`config.mk`:
```
export PLATFORM = sky130hd
export DESIGN_NAME = rgba_cell_to_ascii_glyph_top
export DESIGN_NICKNAME = d
export VERILOG_FILES = /design/src/rtl/r2a_pkg.sv /design/src/rtl/r2a_fifo.sv /design/src/rtl/r2a_front.sv /design/src/rtl/r2a_back.sv /design/src/rtl/rgba_cell_to_ascii_glyph_top.sv
export SDC_FILE = /design/constraint.sdc
export NUM_CORES = 1
export LEC_CHECK = 0
export BUFFER_PORTS_ARGS = -buffer_cell sky130_fd_sc_hd__buf_2
export CELL_PAD_IN_SITES_DETAIL_PLACEMENT = 0
export CELL_PAD_IN_SITES_GLOBAL_PLACEMENT = 1
export CORE_UTILIZATION = 55
export CTS_BUF_LIST = sky130_fd_sc_hd__clkbuf_2
export DETAILED_ROUTE_END_ITERATION = 10
export HOLD_SLACK_MARGIN = 0.12
export PLACE_DENSITY_LB_ADDON = 0.1
export SYNTH_ARGS = -nofsm -noshare
export SYNTH_HDL_FRONTEND = slang
export SYNTH_SLANG_ARGS = --single-unit
```
`constraint.sdc`:
```
create_clock -name clk -period 12.6 [get_ports clk]
set_clock_uncertainty 0.15 [all_clocks]
set_input_delay 0 -clock clk [delete_from_list [all_inputs] [get_ports clk]]
set_output_delay 0 -clock clk [all_outputs]
set_load 0.01 [all_outputs]
```
`src/rtl/r2a_pkg.sv`:
```
// ----------------------------------------------------------------------------
// r2a_pkg
// Types, constants and lookup tables shared by the RGBA-cell-to-glyph block.
// ----------------------------------------------------------------------------
`default_nettype none

package r2a_pkg;

  localparam int CELL_PIXELS = 8;
  localparam int GLYPH_COUNT = 92;
  localparam int TABLE_SIZE  = 92;
  localparam int EFF_COUNT   = (GLYPH_COUNT < 2) ? 2 :
                               ((GLYPH_COUNT > TABLE_SIZE) ? TABLE_SIZE : GLYPH_COUNT);
  // thresholds counted and glyphs used
  localparam int RAMP_LEN    = EFF_COUNT - 1;
  localparam int RAMP_CHARS  = 91;

  localparam int CH_W   = 8;
  localparam int SUM_W  = 11;
  localparam int CNT_W  = 4;
  localparam int COEF_W = 16;
  localparam int ACC_W  = 24;
  localparam int LUMA_W = 16;
  localparam int CODE_W = 7;
  localparam int IDX_W  = 7;

  localparam logic [COEF_W-1:0] COEF_R = 16'd13933;
  localparam logic [COEF_W-1:0] COEF_G = 16'd46871;
  localparam logic [COEF_W-1:0] COEF_B = 16'd4732;

  localparam logic [CODE_W-1:0] CHAR_SPACE = 7'd32;

  localparam int CFG_IDX_W = 1;
  localparam logic [CFG_IDX_W-1:0] CFG_TRUECOLOR = 1'b0;
  localparam logic [CFG_IDX_W-1:0] CFG_INVERSE   = 1'b1;

  typedef struct packed {
    logic [CH_W-1:0] red;
    logic [CH_W-1:0] green;
    logic [CH_W-1:0] blue;
    logic [CH_W-1:0] alpha;
    logic            last_of_cell;
    logic            last_of_row;
  } r2a_pix_t;

  typedef struct packed {
    logic [CODE_W-1:0] char_code;
    logic              color_change;
    logic [CH_W-1:0]   avg_red;
    logic [CH_W-1:0]   avg_green;
    logic [CH_W-1:0]   avg_blue;
    logic              line_end;
  } r2a_res_t;

  // one finished cell, handed from accumulator to back end
  typedef struct packed {
    logic [SUM_W-1:0] red_sum;
    logic [SUM_W-1:0] green_sum;
    logic [SUM_W-1:0] blue_sum;
    logic [CNT_W-1:0] opaque_count;
    logic             row_end;
  } r2a_cmd_t;

  typedef struct packed {
    logic truecolor_enable;
    logic inverse_ramp;
  } r2a_cfg_t;

  localparam logic [LUMA_W-1:0] THRESH [TABLE_SIZE] = '{
    16'd0,     16'd4266,  16'd5433,  16'd5557,  16'd8041,  16'd9195,  16'd10217,
    16'd12124, 16'd14307, 16'd15840, 16'd16849, 16'd18691, 16'd19019, 16'd19130,
    16'd20310, 16'd20919, 16'd21181, 16'd21588, 16'd22177, 16'd23652, 16'd23717,
    16'd24032, 16'd24491, 16'd24556, 16'd25153, 16'd25697, 16'd25952, 16'd26110,
    16'd26169, 16'd26706, 16'd26811, 16'd26876, 16'd27525, 16'd27722, 16'd27833,
    16'd28010, 16'd28135, 16'd28364, 16'd28718, 16'd28738, 16'd28967, 16'd29314,
    16'd29340, 16'd29511, 16'd29898, 16'd30015, 16'd30212, 16'd30396, 16'd30586,
    16'd30710, 16'd30756, 16'd30822, 16'd31674, 16'd31988, 16'd32401, 16'd32461,
    16'd32716, 16'd36104, 16'd36484, 16'd36497, 16'd36641, 16'd36713, 16'd36713,
    16'd37028, 16'd37854, 16'd37860, 16'd38129, 16'd38470, 16'd39138, 16'd39315,
    16'd39603, 16'd39643, 16'd39931, 16'd39970, 16'd42369, 16'd42998, 16'd43221,
    16'd43457, 16'd44001, 16'd44296, 16'd44623, 16'd44669, 16'd45384, 16'd46131,
    16'd46439, 16'd47415, 16'd47854, 16'd48051, 16'd51131, 16'd53962, 16'd59225,
    16'd65529
  };

  // dark-to-bright ramp; first character is a backtick (octal 140)
  localparam logic [8*RAMP_CHARS-1:0] RAMP_STR =
    "\140.-':_,^=;><+!rc*/z?sLTv)J7(|Fi{C}fI31tlu[neoZ5Yxjya]2ESwqkP6h9d4VpOGbUAKXHm8RD#$Bg0MNWQ%&@";

  function automatic logic [CODE_W-1:0] glyph_code(input logic [IDX_W-1:0] idx);
    logic [CODE_W-1:0] c;
    c = CHAR_SPACE;
    if (int'(idx) < RAMP_CHARS) begin
      c = RAMP_STR[8*(RAMP_CHARS-1-int'(idx)) +: CODE_W];
    end
    return c;
  endfunction

endpackage

`default_nettype wire

```
`src/rtl/r2a_fifo.sv`:
```
// ----------------------------------------------------------------------------
// r2a_fifo
// Small register-based queue; one push (while not full) and one pop (while not empty) per cycle.
// ----------------------------------------------------------------------------
`default_nettype none

module r2a_fifo #(
  parameter int WIDTH = 8,
  parameter int DEPTH = 2
) (
  input  wire logic             clk,
  input  wire logic             rst_n,
  input  wire logic             push,
  input  wire logic [WIDTH-1:0] wdata,
  output logic                  full,
  input  wire logic             pop,
  output logic      [WIDTH-1:0] rdata,
  output logic                  empty
);

  localparam int PTR_W = (DEPTH > 1) ? $clog2(DEPTH) : 1;
  localparam int CNT_W = $clog2(DEPTH + 1);
  localparam logic [PTR_W-1:0] LAST_PTR = PTR_W'(DEPTH - 1);
  localparam logic [CNT_W-1:0] FULL_CNT = CNT_W'(DEPTH);

  logic [WIDTH-1:0] mem_r [DEPTH];
  logic [PTR_W-1:0] wr_ptr_r, wr_ptr_nxt;
  logic [PTR_W-1:0] rd_ptr_r, rd_ptr_nxt;
  logic [CNT_W-1:0] cnt_r, cnt_nxt;
  logic             do_push, do_pop;

  assign full    = (cnt_r == FULL_CNT);
  assign empty   = (cnt_r == '0);
  assign rdata   = mem_r[rd_ptr_r];
  assign do_push = push && !full;
  assign do_pop  = pop && !empty;

  always_comb begin
    wr_ptr_nxt = wr_ptr_r;
    rd_ptr_nxt = rd_ptr_r;
    cnt_nxt    = cnt_r;
    if (do_push) begin
      wr_ptr_nxt = (wr_ptr_r == LAST_PTR) ? '0 : wr_ptr_r + 1'b1;
    end
    if (do_pop) begin
      rd_ptr_nxt = (rd_ptr_r == LAST_PTR) ? '0 : rd_ptr_r + 1'b1;
    end
    if (do_push && !do_pop) begin
      cnt_nxt = cnt_r + 1'b1;
    end else if (do_pop && !do_push) begin
      cnt_nxt = cnt_r - 1'b1;
    end
  end

  always_ff @(posedge clk) begin
    if (!rst_n) begin
      wr_ptr_r <= '0;
      rd_ptr_r <= '0;
      cnt_r    <= '0;
    end else begin
      wr_ptr_r <= wr_ptr_nxt;
      rd_ptr_r <= rd_ptr_nxt;
      cnt_r    <= cnt_nxt;
    end
  end

  always_ff @(posedge clk) begin
    if (do_push) begin
      mem_r[wr_ptr_r] <= wdata;
    end
  end

endmodule

`default_nettype wire

```
`src/rtl/r2a_front.sv`:
```
// ----------------------------------------------------------------------------
// r2a_front
// Pixel accumulator: sums opaque pixels of a cell, emits one command per cell.
// ----------------------------------------------------------------------------
`default_nettype none

module r2a_front import r2a_pkg::*; (
  input  wire logic     clk,
  input  wire logic     rst_n,
  input  wire logic     pix_valid,
  input  wire r2a_pix_t pix,
  output logic          cmd_push,
  output r2a_cmd_t      cmd
);

  localparam logic [CNT_W-1:0] CNT_LIMIT = CNT_W'(CELL_PIXELS);

  logic [SUM_W-1:0] red_sum_r, red_sum_nxt;
  logic [SUM_W-1:0] green_sum_r, green_sum_nxt;
  logic [SUM_W-1:0] blue_sum_r, blue_sum_nxt;
  logic [CNT_W-1:0] count_r, count_nxt;
  logic             take;

  // pixels past a full cell are dropped
  assign take = (pix.alpha != '0) && (count_r < CNT_LIMIT);

  always_comb begin
    red_sum_nxt   = red_sum_r;
    green_sum_nxt = green_sum_r;
    blue_sum_nxt  = blue_sum_r;
    count_nxt     = count_r;
    if (take) begin
      red_sum_nxt   = red_sum_r + SUM_W'(pix.red);
      green_sum_nxt = green_sum_r + SUM_W'(pix.green);
      blue_sum_nxt  = blue_sum_r + SUM_W'(pix.blue);
      count_nxt     = count_r + 1'b1;
    end
  end

  assign cmd_push         = pix_valid && pix.last_of_cell;
  assign cmd.red_sum      = red_sum_nxt;
  assign cmd.green_sum    = green_sum_nxt;
  assign cmd.blue_sum     = blue_sum_nxt;
  assign cmd.opaque_count = count_nxt;
  assign cmd.row_end      = pix.last_of_row;

  always_ff @(posedge clk) begin
    if (!rst_n) begin
      red_sum_r   <= '0;
      green_sum_r <= '0;
      blue_sum_r  <= '0;
      count_r     <= '0;
    end else if (pix_valid) begin
      if (pix.last_of_cell) begin
        red_sum_r   <= '0;
        green_sum_r <= '0;
        blue_sum_r  <= '0;
        count_r     <= '0;
      end else begin
        red_sum_r   <= red_sum_nxt;
        green_sum_r <= green_sum_nxt;
        blue_sum_r  <= blue_sum_nxt;
        count_r     <= count_nxt;
      end
    end
  end

endmodule

`default_nettype wire

```
`src/rtl/r2a_back.sv`:
```
// ----------------------------------------------------------------------------
// r2a_back
// Cell processor: serial divide, luma MAC, threshold search, glyph and color.
// ----------------------------------------------------------------------------
`default_nettype none

module r2a_back import r2a_pkg::*; (
  input  wire logic     clk,
  input  wire logic     rst_n,
  input  wire r2a_cfg_t cfg,
  input  wire r2a_cmd_t cmd,
  input  wire logic     cmd_empty,
  output logic          cmd_pop,
  input  wire logic     res_full,
  output logic          res_push,
  output r2a_res_t      res
);

  localparam int DIV_STEPS  = SUM_W;
  localparam int DSTEP_W    = $clog2(DIV_STEPS);
  localparam int SRCH_STEPS = $clog2(RAMP_LEN + 1);
  localparam int SSTEP_W    = (SRCH_STEPS > 1) ? $clog2(SRCH_STEPS) : 1;
  localparam int POS_W      = IDX_W;
  localparam logic [DSTEP_W-1:0] DIV_LAST  = DSTEP_W'(DIV_STEPS - 1);
  localparam logic [SSTEP_W-1:0] SRCH_LAST = SSTEP_W'(SRCH_STEPS - 1);
  localparam logic [POS_W:0]     POS_MAX   = (POS_W+1)'(RAMP_LEN);

  typedef enum logic [4:0] {
    ST_IDLE = 5'b00001,
    ST_DIV  = 5'b00010,
    ST_MAC  = 5'b00100,
    ST_SRCH = 5'b01000,
    ST_OUT  = 5'b10000
  } r2a_state_t;

  typedef enum logic [1:0] {
    CH_RED   = 2'd0,
    CH_GREEN = 2'd1,
    CH_BLUE  = 2'd2
  } r2a_chan_t;

  // one restoring-division bit: returns {dividend/quotient, remainder}
  function automatic logic [SUM_W+CNT_W-1:0] div_step(
    input logic [SUM_W-1:0] d,
    input logic [CNT_W-1:0] rem,
    input logic [CNT_W-1:0] dvs
  );
    logic [CNT_W:0]   trial;
    logic [CNT_W-1:0] rem_n;
    logic             qbit;
    trial = {rem, d[SUM_W-1]};
    qbit  = (trial >= {1'b0, dvs});
    rem_n = qbit ? CNT_W'(trial - {1'b0, dvs}) : trial[CNT_W-1:0];
    return {d[SUM_W-2:0], qbit, rem_n};
  endfunction

  r2a_state_t        state_r, state_nxt;
  logic [SUM_W-1:0]  qr_r, qg_r, qb_r;
  logic [CNT_W-1:0]  remr_r, remg_r, remb_r;
  logic [CNT_W-1:0]  dvs_r;
  logic              nonempty_r;
  logic              row_end_r;
  logic [DSTEP_W-1:0] dstep_r;
  r2a_chan_t         chan_r;
  logic [ACC_W-1:0]  acc_r;
  logic [SSTEP_W-1:0] sstep_r;
  logic [POS_W-1:0]  pos_r;
  logic [CH_W-1:0]   prev_red_r, prev_green_r, prev_blue_r;
  logic              color_valid_r;

  logic [SUM_W+CNT_W-1:0] sr, sg, sb;
  logic [CH_W-1:0]   avg_red, avg_green, avg_blue;
  logic [COEF_W-1:0] coef;
  logic [CH_W-1:0]   chan_val;
  logic [ACC_W-1:0]  product;
  logic [LUMA_W-1:0] luma;
  logic [POS_W:0]    stride, cand, cand_m1;
  logic              cand_ok;
  logic [POS_W-1:0]  pos_eff;
  logic [IDX_W-1:0]  glyph_idx;
  logic              change;
  logic              out_fire;

  assign sr = div_step(qr_r, remr_r, dvs_r);
  assign sg = div_step(qg_r, remg_r, dvs_r);
  assign sb = div_step(qb_r, remb_r, dvs_r);

  assign avg_red   = qr_r[CH_W-1:0];
  assign avg_green = qg_r[CH_W-1:0];
  assign avg_blue  = qb_r[CH_W-1:0];

  always_comb begin
    case (chan_r)
      CH_RED: begin
        coef     = COEF_R;
        chan_val = avg_red;
      end
      CH_GREEN: begin
        coef     = COEF_G;
        chan_val = avg_green;
      end
      default: begin
        coef     = COEF_B;
        chan_val = avg_blue;
      end
    endcase
  end

  assign product = ACC_W'(coef) * ACC_W'(chan_val);
  assign luma    = acc_r[ACC_W-1 -: LUMA_W];

  // binary search for the count of thresholds at or below luma
  assign stride  = (POS_W+1)'(1) << (SRCH_LAST - sstep_r);
  assign cand    = {1'b0, pos_r} + stride;
  assign cand_m1 = cand - 1'b1;
  always_comb begin
    cand_ok = 1'b0;
    if (cand <= POS_MAX) begin
      cand_ok = (luma >= THRESH[cand_m1[IDX_W-1:0]]);
    end
  end

  assign pos_eff   = (pos_r == '0) ? POS_W'(1) : pos_r;
  assign glyph_idx = cfg.inverse_ramp ? IDX_W'(RAMP_LEN) - pos_eff : pos_eff - 1'b1;

  assign change = nonempty_r && cfg.truecolor_enable &&
                  (!color_valid_r || (avg_red != prev_red_r) ||
                   (avg_green != prev_green_r) || (avg_blue != prev_blue_r));

  assign res.char_code    = nonempty_r ? glyph_code(glyph_idx) : CHAR_SPACE;
  assign res.color_change = change;
  assign res.avg_red      = avg_red;
  assign res.avg_green    = avg_green;
  assign res.avg_blue     = avg_blue;
  assign res.line_end     = row_end_r;

  assign cmd_pop  = (state_r == ST_IDLE) && !cmd_empty;
  assign out_fire = (state_r == ST_OUT) && !res_full;
  assign res_push = out_fire;

  always_comb begin
    state_nxt = state_r;
    case (state_r)
      ST_IDLE: begin
        if (!cmd_empty) begin
          state_nxt = (cmd.opaque_count == '0) ? ST_OUT : ST_DIV;
        end
      end
      ST_DIV: begin
        if (dstep_r == DIV_LAST) begin
          state_nxt = ST_MAC;
        end
      end
      ST_MAC: begin
        if (chan_r == CH_BLUE) begin
          state_nxt = ST_SRCH;
        end
      end
      ST_SRCH: begin
        if (sstep_r == SRCH_LAST) begin
          state_nxt = ST_OUT;
        end
      end
      ST_OUT: begin
        if (!res_full) begin
          state_nxt = ST_IDLE;
        end
      end
      default: state_nxt = ST_IDLE;
    endcase
  end

  always_ff @(posedge clk) begin
    if (!rst_n) begin
      state_r <= ST_IDLE;
    end else begin
      state_r <= state_nxt;
    end
  end

  // datapath
  always_ff @(posedge clk) begin
    case (state_r)
      ST_IDLE: begin
        dvs_r      <= cmd.opaque_count;
        nonempty_r <= (cmd.opaque_count != '0);
        row_end_r  <= cmd.row_end;
        remr_r     <= '0;
        remg_r     <= '0;
        remb_r     <= '0;
        dstep_r    <= '0;
        if (cmd.opaque_count == '0) begin
          qr_r <= '0;
          qg_r <= '0;
          qb_r <= '0;
        end else begin
          qr_r <= cmd.red_sum;
          qg_r <= cmd.green_sum;
          qb_r <= cmd.blue_sum;
        end
      end
      ST_DIV: begin
        {qr_r, remr_r} <= sr;
        {qg_r, remg_r} <= sg;
        {qb_r, remb_r} <= sb;
        dstep_r        <= dstep_r + 1'b1;
        chan_r         <= CH_RED;
        acc_r          <= '0;
      end
      ST_MAC: begin
        acc_r   <= acc_r + product;
        chan_r  <= (chan_r == CH_RED) ? CH_GREEN : CH_BLUE;
        sstep_r <= '0;
        pos_r   <= '0;
      end
      ST_SRCH: begin
        sstep_r <= sstep_r + 1'b1;
        if (cand_ok) begin
          pos_r <= cand[POS_W-1:0];
        end
      end
      default: begin
      end
    endcase
  end

  // color tracking across a row
  always_ff @(posedge clk) begin
    if (!rst_n) begin
      prev_red_r    <= '0;
      prev_green_r  <= '0;
      prev_blue_r   <= '0;
      color_valid_r <= 1'b0;
    end else if (out_fire) begin
      if (row_end_r) begin
        prev_red_r    <= '0;
        prev_green_r  <= '0;
        prev_blue_r   <= '0;
        color_valid_r <= 1'b0;
      end else if (change) begin
        prev_red_r    <= avg_red;
        prev_green_r  <= avg_green;
        prev_blue_r   <= avg_blue;
        color_valid_r <= 1'b1;
      end
    end
  end

endmodule

`default_nettype wire

```
`src/rtl/rgba_cell_to_ascii_glyph_top.sv`:
```
// ----------------------------------------------------------------------------
// rgba_cell_to_ascii_glyph_top
// Turns cells of RGBA pixels into ASCII glyphs with average color.
// Pixels are accepted one per cycle while the cell queue has room.
// The back end takes one cell at a time through a serial divide, a luma MAC
// over the three channels, a threshold search and output, which waits while
// the result queue is full; an empty cell goes straight to output. No new cell
// is dequeued until the last one is out, so the divider and search set the rate.
// Synchronous active-low reset clears sums, color state, queues and config.
// ----------------------------------------------------------------------------
`default_nettype none

module rgba_cell_to_ascii_glyph_top import r2a_pkg::*; #(
  parameter int CMD_DEPTH = 4,
  parameter int OUT_DEPTH = 2
) (
  input  wire logic                 clk,
  input  wire logic                 rst_n,
  input  wire logic                 in_push,
  input  wire r2a_pix_t             in_data,
  output logic                      in_full,
  output logic                      out_empty,
  input  wire logic                 out_pop,
  output r2a_res_t                  out_data,
  input  wire logic                 cfg_we,
  input  wire logic [CFG_IDX_W-1:0] cfg_index,
  input  wire logic                 cfg_wdata
);

  r2a_cfg_t cfg_r;
  r2a_cmd_t front_cmd, back_cmd;
  r2a_res_t back_res;
  logic     pix_valid;
  logic     cmd_push, cmd_full, cmd_empty, cmd_pop;
  logic     res_push, res_full;

  always_ff @(posedge clk) begin
    if (!rst_n) begin
      cfg_r <= '0;
    end else if (cfg_we) begin
      case (cfg_index)
        CFG_TRUECOLOR: cfg_r.truecolor_enable <= cfg_wdata;
        CFG_INVERSE:   cfg_r.inverse_ramp     <= cfg_wdata;
        default: begin
        end
      endcase
    end
  end

  assign in_full   = cmd_full;
  assign pix_valid = in_push && !cmd_full;

  r2a_front u_front (
    .clk       (clk),
    .rst_n     (rst_n),
    .pix_valid (pix_valid),
    .pix       (in_data),
    .cmd_push  (cmd_push),
    .cmd       (front_cmd)
  );

  r2a_fifo #(
    .WIDTH ($bits(r2a_cmd_t)),
    .DEPTH (CMD_DEPTH)
  ) u_cmd_q (
    .clk   (clk),
    .rst_n (rst_n),
    .push  (cmd_push),
    .wdata (front_cmd),
    .full  (cmd_full),
    .pop   (cmd_pop),
    .rdata (back_cmd),
    .empty (cmd_empty)
  );

  r2a_back u_back (
    .clk       (clk),
    .rst_n     (rst_n),
    .cfg       (cfg_r),
    .cmd       (back_cmd),
    .cmd_empty (cmd_empty),
    .cmd_pop   (cmd_pop),
    .res_full  (res_full),
    .res_push  (res_push),
    .res       (back_res)
  );

  r2a_fifo #(
    .WIDTH ($bits(r2a_res_t)),
    .DEPTH (OUT_DEPTH)
  ) u_out_q (
    .clk   (clk),
    .rst_n (rst_n),
    .push  (res_push),
    .wdata (back_res),
    .full  (res_full),
    .pop   (out_pop),
    .rdata (out_data),
    .empty (out_empty)
  );

endmodule

`default_nettype wire

```
Word-level counts from Yosys, hierarchy flattened
Memories as Yosys holds them, arrays and structs flattened. A register that Yosys moved wholly into a read port is not among the register bits.
Index checks and enable logic that the tools add are counted.
{"block": "totals", "regBits": 171, "mem_bits_rw": 218, "mem_bits_ro": 2048, "in_bits": 41, "out_inout_bits": 35, "word_cells": 205, "memories": 3}
{"block": "op_classes", "add_sub_neg": 24, "n_mul": 1, "n_lt_le_gt_ge": 8, "n_eq_ne": 22, "shift": 2, "muxes": 67, "n_bitwise": 2, "n_reduce_logical": 45}
{"memory": "(name not given)", "words": 128, "word_bits": 16, "read_ports": 1, "rd_clocked_by_memory_dff": 0, "write_ports": 0, "line": "r2a_back.sv:119", "source": "cand_ok = (luma >= THRESH[cand_m1[IDX_W-1:0]]);"}
{"memory": "u_cmd_q.mem_r", "words": 4, "word_bits": 38, "read_ports": 1, "rd_clocked_by_memory_dff": 1, "write_ports": 1, "line": "r2a_fifo.sv:26", "source": "logic [WIDTH-1:0] mem_r [DEPTH];"}
{"memory": "u_out_q.mem_r", "words": 2, "word_bits": 33, "read_ports": 1, "rd_clocked_by_memory_dff": 1, "write_ports": 1, "line": "r2a_fifo.sv:26"}
{"op": "728-bit by 32-bit variable part select with 7-bit output (first input constant)", "n": 1}
{"op": "11-bit 2-to-1 mux", "n": 9}
{"op": "11-bit case mux with 2 select lines", "n": 3}
{"op": "8-bit 2-to-1 mux", "n": 6}
{"op": "24-bit case mux with 2 select lines", "n": 1}
{"op": "7-bit 2-to-1 mux", "n": 5}
{"op": "11-bit by 8-bit adder with 11-bit output", "n": 3}
{"op": "16-bit 2-to-1 mux", "n": 2}
{"op": "16-bit case mux with 2 select lines", "n": 1}
{"op": "4-bit case mux with 2 select lines", "n": 4}
{"op": "5-bit 2-to-1 mux", "n": 6}
{"op": "5-bit case mux with 5 select lines", "n": 1}
{"op": "24-bit adder", "n": 1}
{"op": "16-bit by 8-bit multiplier with 24-bit output", "n": 1}
{"op": "8-bit != test", "n": 3}
{"op": "4-bit 2-to-1 mux", "n": 5}
{"op": "16-bit greater-or-equal comparator", "n": 1}
{"op": "8-bit case mux with 2 select lines", "n": 1}
{"op": "5-bit by 4-bit greater-or-equal comparator with 1-bit output", "n": 3}
{"op": "1-bit logical AND", "n": 15}
{"op": "2-bit 2-to-1 mux", "n": 7}
{"op": "7-bit case mux with 2 select lines", "n": 1}
{"op": "7-bit by 1-bit subtractor with 7-bit output (second input constant)", "n": 2}
{"op": "2-bit nonzero test", "n": 6}
{"op": "other kinds (43)", "n": 83}

Depth between registers and ports, before layout
Gate-level depths: netlist of the first run.
{"block": "logic_depth", "word_depth": 12, "ltp_mapped": 27, "ltp_nobuf": 25}

Hierarchy
Synthesis of the first run repeated with hierarchy kept, for this count alone.
{"block": "unflattened", "cells_unflattened": 2567, "hier_area_um2": 26342.8}
{"mod": "r2a_back", "n_inst": 1, "cells_per_inst": 1793, "area_each_um2": 14635.3, "seq_area_each_um2": 3333.2}
{"mod": "r2a_fifo at u_cmd_q", "n_inst": 1, "cells_per_inst": 249, "area_each_um2": 5978.2, "seq_area_each_um2": 4744.6}
{"mod": "r2a_front", "n_inst": 1, "cells_per_inst": 387, "area_each_um2": 3034.2, "seq_area_each_um2": 740.7}
{"mod": "r2a_fifo at u_out_q", "n_inst": 1, "cells_per_inst": 128, "area_each_um2": 2607.5, "seq_area_each_um2": 2082.0}
{"mod": "rgba_cell_to_ascii_glyph_top", "n_inst": 1, "cells_per_inst": 10, "area_each_um2": 87.6, "seq_area_each_um2": 40.0}

Worst setup path before layout of the first run
Ideal clock, no wire load.
{"block": "synth_timing", "path_type": "register -> register", "start": "register u_back.sstep_r[0]", "end": "register u_back.pos_r[0], enable pin", "setup_ns": 0.393, "t_arrival_ns": 6.511, "required_time_ns": 12.057, "slack_ns": 5.546, "path_stages_with_launch": 27, "path_buffers": 4, "synth_period_minus_slack_ns": 7.054, "cell_sequence": "edfxtp_1 ha_1 xnor2_1 nor2b_1 ha_1 fa_1 clkbuf_1 inv_1 ha_1 ha_1 clkbuf_1 buf_1 clkbuf_1 nand2_1 o22ai_1 nand2_1 o311ai_0 a31oi_1 ha_1 a21o_1 a21o_1 a21o_1 a21o_1 a211oi_1 o21ai_0 a221oi_1 o41ai_1"}
{"block": "synth_via", "elab_chain_len": 12, "word_cells_on_any_way": 13, "classes_between": "add/sub (3); order compare (2); eq/ne (1); shift (1); mux (3); bitwise (1); reduce/logical (1); memory (1)"}
{"element": "from (decl)", "line": "r2a_back.sv:66", "source": "logic [SSTEP_W-1:0] sstep_r;"}
{"element": "from (signal assigned)", "line": "r2a_back.sv:217", "source": "sstep_r <= sstep_r + 1'b1;"}
{"element": "3-bit subtractor *", "line": "r2a_back.sv:113", "source": "assign stride = (POS_W+1)'(1) << (SRCH_LAST - sstep_r);"}
{"element": "1-bit by 3-bit left shift with 8-bit output *", "line": "r2a_back.sv:113"}
{"element": "7-bit by 8-bit adder with 8-bit output *", "line": "r2a_back.sv:114", "source": "assign cand = {1'b0, pos_r} + stride;"}
{"element": "named net u_back.cand[1]", "line": "r2a_back.sv:77", "source": "logic [POS_W:0] stride, cand, cand_m1;"}
{"element": "7-bit by 1-bit subtractor with 7-bit output", "line": "r2a_back.sv:115", "source": "assign cand_m1 = cand - 1'b1;"}
{"element": "7-bit NOT with 8-bit output (implied by the code)", "line": "r2a_back.sv:119"}
{"element": "memory read 128 x 16 bit"}
{"element": "16-bit 2-to-1 mux (implied by the code) (2 in a row)", "line": "r2a_back.sv:119"}
{"element": "16-bit greater-or-equal comparator", "line": "r2a_back.sv:119"}
{"element": "1-bit 2-to-1 mux *", "line": "r2a_back.sv:118", "source": "if (cand <= POS_MAX) begin"}
{"element": "2-bit by 1-bit != test with 1-bit output (no line) *"}
{"element": "2-bit AND reduction (no line) *"}
{"element": "to (signal assigned)", "line": "r2a_back.sv:219", "source": "pos_r <= cand[POS_W-1:0];"}
{"element": "to (decl)", "line": "r2a_back.sv:67", "source": "logic [POS_W-1:0] pos_r;"}
The timed path passes the listed nets; every way through them passes the cells marked *. The select of a mux whose other input is x is not followed.
A chain may end at the register's enable or synchronous reset.

Worst setup path in the final report of the first run
Same ends and word-level chain as after synthesis.

==> parameters.txt, run 1 <==
Parameter                              Value

GRT
  First-pass GRT wire length    107000 um
  GRT Total Usage    29.3%
  Pin count of the biggest net entering global routing    53
  Antenna violations before repair    1
  Vias in the first global route    19577
  Overflow after GRT    0

Power
  Power density over cell area    301 nW/um2
  Static Leak    11.5 nW
  Worst voltage drop across the vdd grid    1.03 mV
  Total Power Consumption    8.49 mW

Cells and area
  Post-route cell area    28200 um2
  # fillers    3813
  Total Nets Final    2873
  Area of combinational cells with multiple inputs    13200 um2
  Sequential cell area    10900 um2
  Area growth, synth to finish    11.2%
  Non-Filler Instances    3276
  Share of cells above drive strength 1    15.5%

Clock tree
  TritonCTS buffer count    101
  Max Root-Sink Buffers    3
  Clock tree from TritonCTS    built
  Clock Latency Late Sink    1.12 ns
  CTS root buf    sky130_fd_sc_hd__clkbuf_2
  Register clock-pin slew on the reported worst setup and hold paths    0.12 ns
  # clock sinks    392
  H-tree levels    3
  Post-CTS Setup Inserts    0

Detailed routing
  Number of DRC markers after the initial detailed-route iteration    1816
  Post-route antenna net violation count    0
  Final routed wire length divided by cell count    20.4 um
  Vias/cell    5.96
  First drt pass iteration count    8
  Total length of routed wires    66900 um
  Via count of the routed design    19535
  DRC violation count after routing    0

Die
  Count of boundary I/O pins    76
  Area enclosed by the die boundary    47000 um2
  Die height    217 um
  Site row count    78
  Horizontal die dimension    217 um
  Starting density of the core    55.8%
  Floorplan core area    45500 um2

Critical path
  Crit path kind    reg2reg
  FF-to-FF setup slack    4.57 ns
  Critical path startpoint category    flop
  Data arrival time of the critical path    8.72 ns
  Kind of cell adding the most delay to the critical path    adder cells
  Max stage delay on crit path    0.93 ns
  Data required time at the worst endpoint    13.30 ns
  Cell with the largest stage delay on the worst path    sky130_fd_sc_hd__fa_1
  Type of destination of the critical path    flop
  Buffers & Inverters on Critical Path    4
  Crit Path Max Fanout    19

Timing
  Crit path time final    8.03 ns
  Count of final hold-check violations    0
  F_max    0.125 GHz
  Final worst path period share    63.7%
  Final Hold Slack    0.279 ns
  Total setup violations reported at the end of the flow    0
  Total Neg Setup Slack    0 ns
  Least-Margin Pin Slew    1.13 ns
  Max-Slew Margin vs Limit    24.5%
  RSZ-0062 raised after global routing    no
  Max-slew violations    0

Synthesis
  Count of unique library cells instantiated by Yosys    93
  Sequential area share after synthesis    43.1%
  Syn. warnings    0
  Most area-consuming cells after synthesis    sky130_fd_sc_hd__edfxtp_1 (37%), sky130_fd_sc_hd__ha_1 (7.7%), sky130_fd_sc_hd__fa_1 (7.0%), sky130_fd_sc_hd__dfxtp_1 (6.5%), sky130_fd_sc_hd__mux4_2 (3.6%)
  Synth top cells by count    sky130_fd_sc_hd__edfxtp_1 (309), sky130_fd_sc_hd__inv_1 (213), sky130_fd_sc_hd__nor2_1 (209)
  Total of flip-flops plus latches after synthesis    392
  Library cell occupying the most area in the post-synthesis netlist    sky130_fd_sc_hd__edfxtp_1
  Share of the synthesized area in the top cell type    36.6%
  Net count of the mapped netlist    2699
  Post-Synthesis Mean Instance Area    10.5 um2
  Count leader, synth    sky130_fd_sc_hd__edfxtp_1
  FFs w/ async S/R, synth    0%
  Total standard cell area after synthesis    25400 um2
  Number of flops mapped to enable cells by yosys    309
  Leading register cell type out of synthesis    sky130_fd_sc_hd__edfxtp_1
  Syn Inst Count    2413

Placement
  Detailed placement HPWL    44600 um
  Cell Count Post-Placement    2990
  Port Buffer Count    75
  Instance area after placement    26300 um2
  Global placer's final weighted congestion    0.927

Status
  Result of the run    finished, final reports clean

Worst hold path
  Kind of path behind the tightest hold check    in2reg

Run
  Number of violations of the max-capacitance limit    0
-- worst min-delay path, cell delays in order --
cell,delay (ns)
sky130_fd_sc_hd__dlygate4sd3_1,0.53
sky130_fd_sc_hd__buf_2,0.15
sky130_fd_sc_hd__and3_2,0.54
-- final cells by class --
| type | instances | area share [%] |
|---|---|---|
| sequential | 392 | 38.8 |
| multi-input combinational | 1676 | 46.7 |
| timing repair buffer | 200 | 5.49 |
| clock inverter | 41 | 0.825 |
| clock buffer | 150 | 2.66 |
| antenna | 1 | 0.00887 |
| tap | 600 | 2.66 |
| inverter | 216 | 2.88 |
-- final timing paths --
| path | from | endpoint | cells past startpoint |
|---|---|---|---|
| worst min-delay path | in_data[1] | u_cmd_q.mem_r[2][29]$_DFFE_PP_ | 3 |
| worst max-delay path | u_back.sstep_r[0]$_SDFFCE_PP0N_ | u_back.pos_r[0]$_SDFFCE_PP0P_ | 27 |
| worst max register to register | u_back.sstep_r[0]$_SDFFCE_PP0N_ | u_back.pos_r[0]$_SDFFCE_PP0P_ | 27 |
| worst min register to register | u_front.green_sum_r[10]$_SDFFE_PN0P_ | u_front.green_sum_r[10]$_SDFFE_PN0P_ | 2 |
-- layout by cell type (no fill, tap or decap), types with 26 or more instances in the layout --
cell type / n
sky130_fd_sc_hd__a21o_1: 30
sky130_fd_sc_hd__a21oi_1: 156
sky130_fd_sc_hd__a22oi_1: 29
sky130_fd_sc_hd__a31oi_1: 26
sky130_fd_sc_hd__buf_2: 75
sky130_fd_sc_hd__buf_4: 31
sky130_fd_sc_hd__clkbuf_2: 150
sky130_fd_sc_hd__clkinv_1: 26
sky130_fd_sc_hd__dfxtp_1: 81
sky130_fd_sc_hd__dlygate4sd3_1: 94
sky130_fd_sc_hd__edfxtp_1: 309
sky130_fd_sc_hd__fa_1: 89
sky130_fd_sc_hd__ha_1: 156
sky130_fd_sc_hd__inv_1: 213
sky130_fd_sc_hd__mux2_2: 57
sky130_fd_sc_hd__mux4_2: 40
sky130_fd_sc_hd__nand2_1: 192
sky130_fd_sc_hd__nand3_1: 41
sky130_fd_sc_hd__nor2_1: 209
sky130_fd_sc_hd__nor3_1: 40
sky130_fd_sc_hd__nor3b_1: 33
sky130_fd_sc_hd__o21ai_0: 129
sky130_fd_sc_hd__xnor2_1: 76
sky130_fd_sc_hd__xor2_1: 31
-- routing by layer --
metal | vias to the layer above | GRT usage, % | part of all wire [%]
met5 | - | 0 | 0
met3 | 133 | 4.35 | 6.2
met2 | 734 | 47.6 | 47
li1 | 9099 | - | -
met4 | 0 | 10.6 | 2.6
met1 | 9569 | 40.1 | 44
-- registers in the layout, summed over array words and instances (netlist names), 5 cells and up, named ones only --
| name | flops |
|---|---|
| u_back.qg_r | 11 |
| u_back.acc_r | 24 |
| u_out_q.mem_r | 66 |
| u_back.pos_r | 7 |
| u_back.prev_green_r | 8 |
| u_back.state_r | 5 |
| u_back.qb_r | 11 |
| u_cmd_q.mem_r | 152 |
| u_back.qr_r | 11 |
| u_back.prev_blue_r | 8 |
| u_front.red_sum_r | 11 |
| u_front.green_sum_r | 11 |
| u_front.blue_sum_r | 11 |
| u_back.prev_red_r | 8 |
-- cells by family (layout without fill, tap and decap cells) --
family                   after synthesis  after routing  synth area share (%)
AO/OA/AOI/OAI                        538            538                  13.6
XOR/XNOR                             112            112                  4.00
adder cells (fa/ha/maj)              245            245                  14.7
buffers and inverters                345            607                  5.23
flip-flops                           392            392                  43.1
multiplexers                         116            116                  6.83
other                                  0              1                     0
AND/OR/NAND/NOR                      665            665                  12.5
-- power breakdown --
group / total [mW] / switching (mW) / internal (mW)
sequential: 1.88 / 0.223 / 1.65
clock: 0.910 / 0.556 / 0.354
combinational: 5.70 / 3.27 / 2.43
total: 8.49 / 4.05 / 4.44
-- repair_timing --
item / CTS / global route
endpoints found under the setup margin: 0 / 0
hold buffers: 94 / 0
endpoints found under the hold margin: 375 / 0
gates resized for setup: 0 / 0
-- through the flow --
step | setup slack [ns] | utilization, %
floorplan | 5.55 | -
global placement | 4.84 | 57.8
detailed placement | 4.67 | 57.8
CTS | 4.57 | 62.0
global route | 3.94 | 62.0
finish | 4.57 | 62.0
Power figures use the tool's default switching activity.
==> run 2, diff against run 1 <==
--- a/config.mk
+++ b/config.mk
@@ -8,7 +8,7 @@
 export BUFFER_PORTS_ARGS = -buffer_cell sky130_fd_sc_hd__buf_2
 export CELL_PAD_IN_SITES_DETAIL_PLACEMENT = 0
 export CELL_PAD_IN_SITES_GLOBAL_PLACEMENT = 1
-export CORE_UTILIZATION = 55
+export CORE_UTILIZATION = 52
 export CTS_BUF_LIST = sky130_fd_sc_hd__clkbuf_2
 export DETAILED_ROUTE_END_ITERATION = 10
 export HOLD_SLACK_MARGIN = 0.12
==> constraint.sdc (replaced) <==
create_clock -name clk -period 7.5 [get_ports clk]
set_clock_uncertainty 0.15 [all_clocks]
set_input_delay 0 -clock clk [delete_from_list [all_inputs] [get_ports clk]]
set_output_delay 0 -clock clk [all_outputs]
set_load 0.01 [all_outputs]
==> parameters.txt, run 2 (same netlist as run 1, synthesis figures left out) <==
Parameter                              Value

Cells and area
  Leading cell types in the layout, fill and taps excluded    sky130_fd_sc_hd__edfxtp_1 (309), sky130_fd_sc_hd__inv_1 (213), sky130_fd_sc_hd__nor2_1 (209)
  Area growth, synth to finish    12.3%
  Total Nets Final    2904
  Max FFs per register    152
  Largest regs    u_cmd_q.mem_r x152, u_out_q.mem_r x66, u_back.acc_r x24
  Commonest non-fill, non-tap cell in the layout    sky130_fd_sc_hd__edfxtp_1
  Largest reg by FF count    u_cmd_q.mem_r
  Share of cells above drive strength 1    16.2%
  Final Util    59.4%

Clock tree
  Max Root-Sink Buffers    3
  CTS root buf    sky130_fd_sc_hd__clkbuf_2
  TritonCTS buffer count    99
  # clock sinks    392
  Register clock-pin slew on the reported worst setup and hold paths    0.13 ns
  Clock Latency Late Sink    1.08 ns
  H-tree levels    3
  Clock tree from TritonCTS    built

GRT
  Antenna violations before repair    2
  GRT Total Usage    28.9%
  Pin count of the biggest net entering global routing    72
  Overflow after GRT    0
  Vias in the first global route    19791
  First-pass GRT wire length    111000 um

Critical path
  Reg-to-reg startpoint    u_back.sstep_r[0]$_SDFFCE_PP0N_
  Crit path kind    reg2reg
  Data arrival time of the critical path    7.53 ns
  R2r endpoint    u_back.pos_r[3]$_SDFFCE_PP0P_
  Critical path startpoint category    flop
  Crit Path Max Fanout    28
  Data required time at the worst endpoint    8.10 ns
  Cell depth of the worst flop-to-flop path    26
  FF-to-FF setup slack    0.57 ns
  Type of destination of the critical path    flop

Detailed routing
  Number of DRC markers after the initial detailed-route iteration    1593
  Total length of routed wires    70200 um
  Via count of the routed design    19687
  Post-route antenna net violation count    0
  Final routed wire length divided by cell count    21.1 um
  DRC violation count after routing    0
  Vias/cell    5.93
  First drt pass iteration count    6

Worst hold path
  WHS Path Cells    3
  Worst Hold End    u_cmd_q.mem_r[1][2]$_DFFE_PP_
  Worst Min Path Start    in_data[1]
  Kind of path behind the tightest hold check    in2reg

Power
  Part of the total power dissipated in sequential elements    21.8%
  Worst voltage drop across the vdd grid    1.91 mV
  Combinational share of power    67.8%
  Power density over cell area    503 nW/um2
  Net switching power    6.83 mW
  Internal power component    7.48 mW
  Clock network fraction of total power    10.4%
  Switching Share    47.7%
  Static Leak    11.6 nW

Die
  Area enclosed by the die boundary    49700 um2
  Site row count    80
  Horizontal die dimension    223 um
  Floorplan core area    47900 um2
  Starting density of the core    52.9%
  Die height    223 um
  Count of boundary I/O pins    76

Timing
  RSZ-0062 raised after global routing    no
  Total setup violations reported at the end of the flow    0
  Total Neg Setup Slack    0 ns
  Max-Slew Margin vs Limit    21.5%
  Least-Margin Pin Slew    1.17 ns
  Crit path time final    6.93 ns
  Max-slew violations    0
  Final worst path period share    92.4%
  F_max    0.144 GHz
  Slack of the critical path    0.567 ns
  Count of final hold-check violations    0

Placement
  Pre-CTS setup slack    0.492 ns
  Detailed placement HPWL    47800 um
  Port Buffer Count    75
  Global placer's final weighted congestion    0.921

Status
  Result of the run    finished, final reports clean

Run
  Number of violations of the max-capacitance limit    0
-- run 2: changes by cell type in the layout (fill, tap and decap cells not counted), moves of 3 or more --
cell                            change
sky130_fd_sc_hd__buf_4             +25
sky130_fd_sc_hd__dlygate4sd3_1      +7
sky130_fd_sc_hd__clkinv_1           -5
sky130_fd_sc_hd__clkbuf_2           +4
sky130_fd_sc_hd__clkinv_2           -3
-- run 2: worst max path at each step --
stage | end | cells past startpoint | startpoint
2_1_floorplan | u_back.pos_r[0]$_SDFFCE_PP0P_ | 26 | u_back.sstep_r[0]$_SDFFCE_PP0N_
3_3_place_gp | u_back.pos_r[1]$_SDFFCE_PP0P_ | 28 | u_back.sstep_r[0]$_SDFFCE_PP0N_
3_5_place_dp | u_back.pos_r[0]$_SDFFCE_PP0P_ | 28 | u_back.sstep_r[0]$_SDFFCE_PP0N_
4_1_cts | u_back.pos_r[3]$_SDFFCE_PP0P_ | 28 | u_back.sstep_r[0]$_SDFFCE_PP0N_
5_1_grt | u_back.pos_r[3]$_SDFFCE_PP0P_ | 28 | u_back.sstep_r[0]$_SDFFCE_PP0N_
6_report | u_back.pos_r[3]$_SDFFCE_PP0P_ | 26 | u_back.sstep_r[0]$_SDFFCE_PP0N_
-- run 2: what timing repair did --
item,in CTS,in global routing
hold buffers,101,0
setup buffers,0,0
endpoints found under the setup margin,0,7
hold endpoints to repair,375,0
resized for setup,0,1
-- run 2: stage by stage --
stage | instance area [um2] | hold slack (ns) | power [mW] | instances
after CTS | 28500 | 0.139 | 14.4 | 3318
final | 28500 | 0.300 | 14.3 | 3320
after global placement | 26500 | 0.0628 | 12.5 | 3031
after floorplan | 25400 | -0.0511 | 10.5 | 2413
after detailed placement | 26500 | 0.0795 | 12.8 | 3031
after global routing | 28500 | 0.278 | 15.9 | 3320
-- run 2: layer usage --
layer	wire, um	track usage, %	share of wire (%)	up-vias
met2	32900	46.3	47	661
li1	-	-	-	9162
met3	3990	3.86	5.7	118
met5	0	0	0	-
met4	1720	10.2	2.4	0
met1	31600	40.3	45	9746
-- run 2: layout make-up --
cell class | count | area, um2
clock inverters | 32 | 188
repair buffers | 233 | 1830
multi-input cells | 1676 | 13200
well taps | 615 | 769
flip-flops and latches | 392 | 10900
clock buffers | 154 | 771
diodes | 2 | 5.00
inverters | 216 | 812
fillers | 4077 | 19500
-- run 2: worst max-delay path: stages, from the launching register on --
cell and delay (ns):
sky130_fd_sc_hd__edfxtp_1 0.48, sky130_fd_sc_hd__ha_1 0.25, sky130_fd_sc_hd__xnor2_1 0.12, sky130_fd_sc_hd__buf_4 0.16, sky130_fd_sc_hd__nor2b_1 0.23, sky130_fd_sc_hd__ha_1 0.28, sky130_fd_sc_hd__a21o_1 0.17, sky130_fd_sc_hd__a21oi_1 0.57
sky130_fd_sc_hd__xnor2_1 0.19, sky130_fd_sc_hd__buf_4 0.22, sky130_fd_sc_hd__nand4_1 0.15, sky130_fd_sc_hd__nor2_1 0.29, sky130_fd_sc_hd__xor2_2 0.39, sky130_fd_sc_hd__buf_4 0.40, sky130_fd_sc_hd__a211oi_1 0.12, sky130_fd_sc_hd__a21oi_1 0.16
sky130_fd_sc_hd__ha_1 0.24, sky130_fd_sc_hd__nand2b_1 0.14, sky130_fd_sc_hd__a21o_1 0.18, sky130_fd_sc_hd__a21o_1 0.17, sky130_fd_sc_hd__a21o_1 0.19, sky130_fd_sc_hd__a21o_1 0.19, sky130_fd_sc_hd__a211oi_1 0.21, sky130_fd_sc_hd__o21ai_0 0.11
sky130_fd_sc_hd__a221oi_1 0.51, sky130_fd_sc_hd__o41ai_1 0.15, sky130_fd_sc_hd__buf_4 0.19
-- run 2: power groups by stage --
| stage | clock network, mW | logic [mW] | registers (mW) |
|---|---|---|---|
| global placement | 0 | 9.36 | 3.16 |
| global route | 1.64 | 11.1 | 3.15 |
| floorplan | 0 | 7.49 | 2.98 |
| CTS | 1.54 | 9.73 | 3.12 |
| detailed placement | 0 | 9.58 | 3.17 |
| finish | 1.49 | 9.71 | 3.12 |
==> run 3, diff against run 2 <==
--- a/config.mk
+++ b/config.mk
@@ -6,9 +6,9 @@
 export NUM_CORES = 1
 export LEC_CHECK = 0
 export BUFFER_PORTS_ARGS = -buffer_cell sky130_fd_sc_hd__buf_2
-export CELL_PAD_IN_SITES_DETAIL_PLACEMENT = 0
-export CELL_PAD_IN_SITES_GLOBAL_PLACEMENT = 1
-export CORE_UTILIZATION = 52
+export CELL_PAD_IN_SITES_DETAIL_PLACEMENT = 1
+export CELL_PAD_IN_SITES_GLOBAL_PLACEMENT = 2
+export CORE_UTILIZATION = 44
 export CTS_BUF_LIST = sky130_fd_sc_hd__clkbuf_2
 export DETAILED_ROUTE_END_ITERATION = 10
 export HOLD_SLACK_MARGIN = 0.12
==> parameters.txt, run 3 (same netlist as run 1, synthesis figures left out) <==
Parameter                              Value

Timing
  Least-Margin Pin Slew    1.19 ns
  F_max    0.144 GHz
  Total setup violations reported at the end of the flow    0
  Count of final hold-check violations    0
  Final worst path period share    92.6%
  Crit path time final    6.94 ns
  Slack of the critical path    0.556 ns
  Total Neg Setup Slack    0 ns
  Max-slew violations    0
  Max-Slew Margin vs Limit    20.6%
  RSZ-0062 raised after global routing    no

Clock tree
  # clock sinks    392
  Register clock-pin slew on the reported worst setup and hold paths    0.12 ns
  Max Root-Sink Buffers    3
  H-tree levels    3
  Clock Latency Late Sink    1.18 ns
  Clock tree from TritonCTS    built
  Post-CTS Setup Inserts    0
  CTS root buf    sky130_fd_sc_hd__clkbuf_2
  TritonCTS buffer count    103

Detailed routing
  Post-route antenna net violation count    0
  Final routed wire length divided by cell count    21.9 um
  DRC violation count after routing    0
  First drt pass iteration count    5
  Vias/cell    5.67
  Number of DRC markers after the initial detailed-route iteration    1132
  Total length of routed wires    76000 um
  Via count of the routed design    19681

Worst hold path
  WHS Path Cells    5
  Kind of path behind the tightest hold check    in2reg
  Worst Min Path Start    in_data[18]
  Worst Hold End    u_cmd_q.mem_r[3][16]$_DFFE_PP_

Critical path
  Max stage delay on crit path    0.47 ns
  Crit path kind    reg2reg
  Data required time at the worst endpoint    8.18 ns
  FF-to-FF setup slack    0.56 ns
  Critical path startpoint category    flop
  Cell with the largest stage delay on the worst path    sky130_fd_sc_hd__edfxtp_1
  R2r endpoint    u_back.pos_r[2]$_SDFFCE_PP0P_
  Most prevalent standard cell on the critical path    sky130_fd_sc_hd__a21o_1
  Crit Path Max Fanout    14
  Type of destination of the critical path    flop
  Cell depth of the worst flop-to-flop path    28
  Data arrival time of the critical path    7.62 ns
  Reg-to-reg startpoint    u_back.sstep_r[1]$_SDFFCE_PP0N_

Cells and area
  Leading cell types in the layout, fill and taps excluded    sky130_fd_sc_hd__edfxtp_1 (309), sky130_fd_sc_hd__inv_1 (213), sky130_fd_sc_hd__nor2_1 (208)
  Area growth, synth to finish    13.4%
  Share of cells above drive strength 1    16.3%
  Total Nets Final    2909
  Final Util    50.7%
  Max FFs per register    152
  Largest regs    u_cmd_q.mem_r x152, u_out_q.mem_r x66, u_back.acc_r x24
  Commonest non-fill, non-tap cell in the layout    sky130_fd_sc_hd__edfxtp_1
  Post-route cell area    28800 um2
  Largest reg by FF count    u_cmd_q.mem_r
  # fillers    6335

Placement
  Detailed placement HPWL    53200 um
  Pre-CTS setup slack    0.437 ns
  Global placer's final weighted congestion    0.917
  Port Buffer Count    75
  Instance area after placement    26700 um2

Die
  Area enclosed by the die boundary    58600 um2
  Site row count    87
  Starting density of the core    44.7%
  Horizontal die dimension    242 um
  Die height    242 um
  Count of boundary I/O pins    76
  Floorplan core area    56700 um2

GRT
  Vias in the first global route    21136
  Pin count of the biggest net entering global routing    53
  Antenna violations before repair    3
  First-pass GRT wire length    121000 um
  Overflow after GRT    0
  GRT Total Usage    26.4%

Power
  Worst voltage drop across the vdd grid    1.51 mV
  Total Power Consumption    14.7 mW
  Static Leak    11.7 nW
  Power density over cell area    509 nW/um2

Status
  Result of the run    finished, final reports clean

Run
  Number of violations of the max-capacitance limit    0
-- run 3: cell types whose count changed in the layout (fill, tap and decap cells not counted), moves of 2 or more --
cell	delta
sky130_fd_sc_hd__clkbuf_2	-10
sky130_fd_sc_hd__clkinv_1	+10
sky130_fd_sc_hd__clkinv_2	+5
sky130_fd_sc_hd__bufinv_16	+3
sky130_fd_sc_hd__buf_4	+2
sky130_fd_sc_hd__diode_2	+2
sky130_fd_sc_hd__inv_6	+2
-- run 3: report_power, final --
group | switching (mW) | internal (mW) | total, mW | leakage [nW]
Sequential | 0.328 | 2.78 | 3.10 | 3.56
Combinational | 5.76 | 4.14 | 9.90 | 7.33
Clock | 0.961 | 0.685 | 1.65 | 0.774
-- run 3: how the worst max path moves through the flow --
stage,start,end,depth (start not counted)
floorplan,u_back.sstep_r[0]$_SDFFCE_PP0N_,u_back.pos_r[0]$_SDFFCE_PP0P_,26
global placement,u_back.sstep_r[0]$_SDFFCE_PP0N_,u_back.pos_r[4]$_SDFFCE_PP0P_,27
detailed placement,u_back.sstep_r[0]$_SDFFCE_PP0N_,u_back.pos_r[4]$_SDFFCE_PP0P_,28
CTS,u_back.sstep_r[0]$_SDFFCE_PP0N_,u_back.pos_r[2]$_SDFFCE_PP0P_,28
global route,u_back.sstep_r[0]$_SDFFCE_PP0N_,u_back.pos_r[2]$_SDFFCE_PP0P_,28
finish,u_back.sstep_r[1]$_SDFFCE_PP0N_,u_back.pos_r[2]$_SDFFCE_PP0P_,28
-- run 3: worst max-delay path: cells and delay by family, from the launching register on --
family	cells	cell delay, ns
xor+xnor	3	0.81
fa+ha+maj	4	1.16
compound gates	12	2.31
simple gates	5	1.09
buf+inv	4	0.70
flops	1	0.47
-- run 3: area by class of cell --
class / count / area, um2 / area share, %
Sequential cell: 392 / 10900 / 38.0
Clock inverter: 50 / 343 / 1.19
Antenna cell: 4 / 10.0 / 0.0348
Timing Repair Buffer: 234 / 1820 / 6.33
Tap cell: 756 / 946 / 3.29
Multi-Input combinational cell: 1676 / 13200 / 45.8
Clock buffer: 144 / 721 / 2.50
Inverter: 216 / 811 / 2.82
-- run 3: repair_timing --
| item | CTS | global route |
|---|---|---|
| endpoints found under the hold margin | 369 | 0 |
| hold buffers | 101 | 0 |
| resized for setup | 0 | 1 |
| setup endpoints to repair | 0 | 7 |
-- run 3: layer usage --
layer  up-vias  GRT usage [%]  wire, um
li1       9166              -         -
met1      9954           35.5     34500
met2       441           44.1     36700
met3       120           3.94      3100
met4         0           7.45      1740
met5         -              0         0
-- run 3: per-stage QoR --
step,std cells,hold WS [ns]
CTS,3468,0.177
global placement,3173,0.0649
detailed placement,3173,0.0748
finish,3472,0.302
global route,3472,0.209
floorplan,2413,-0.0511
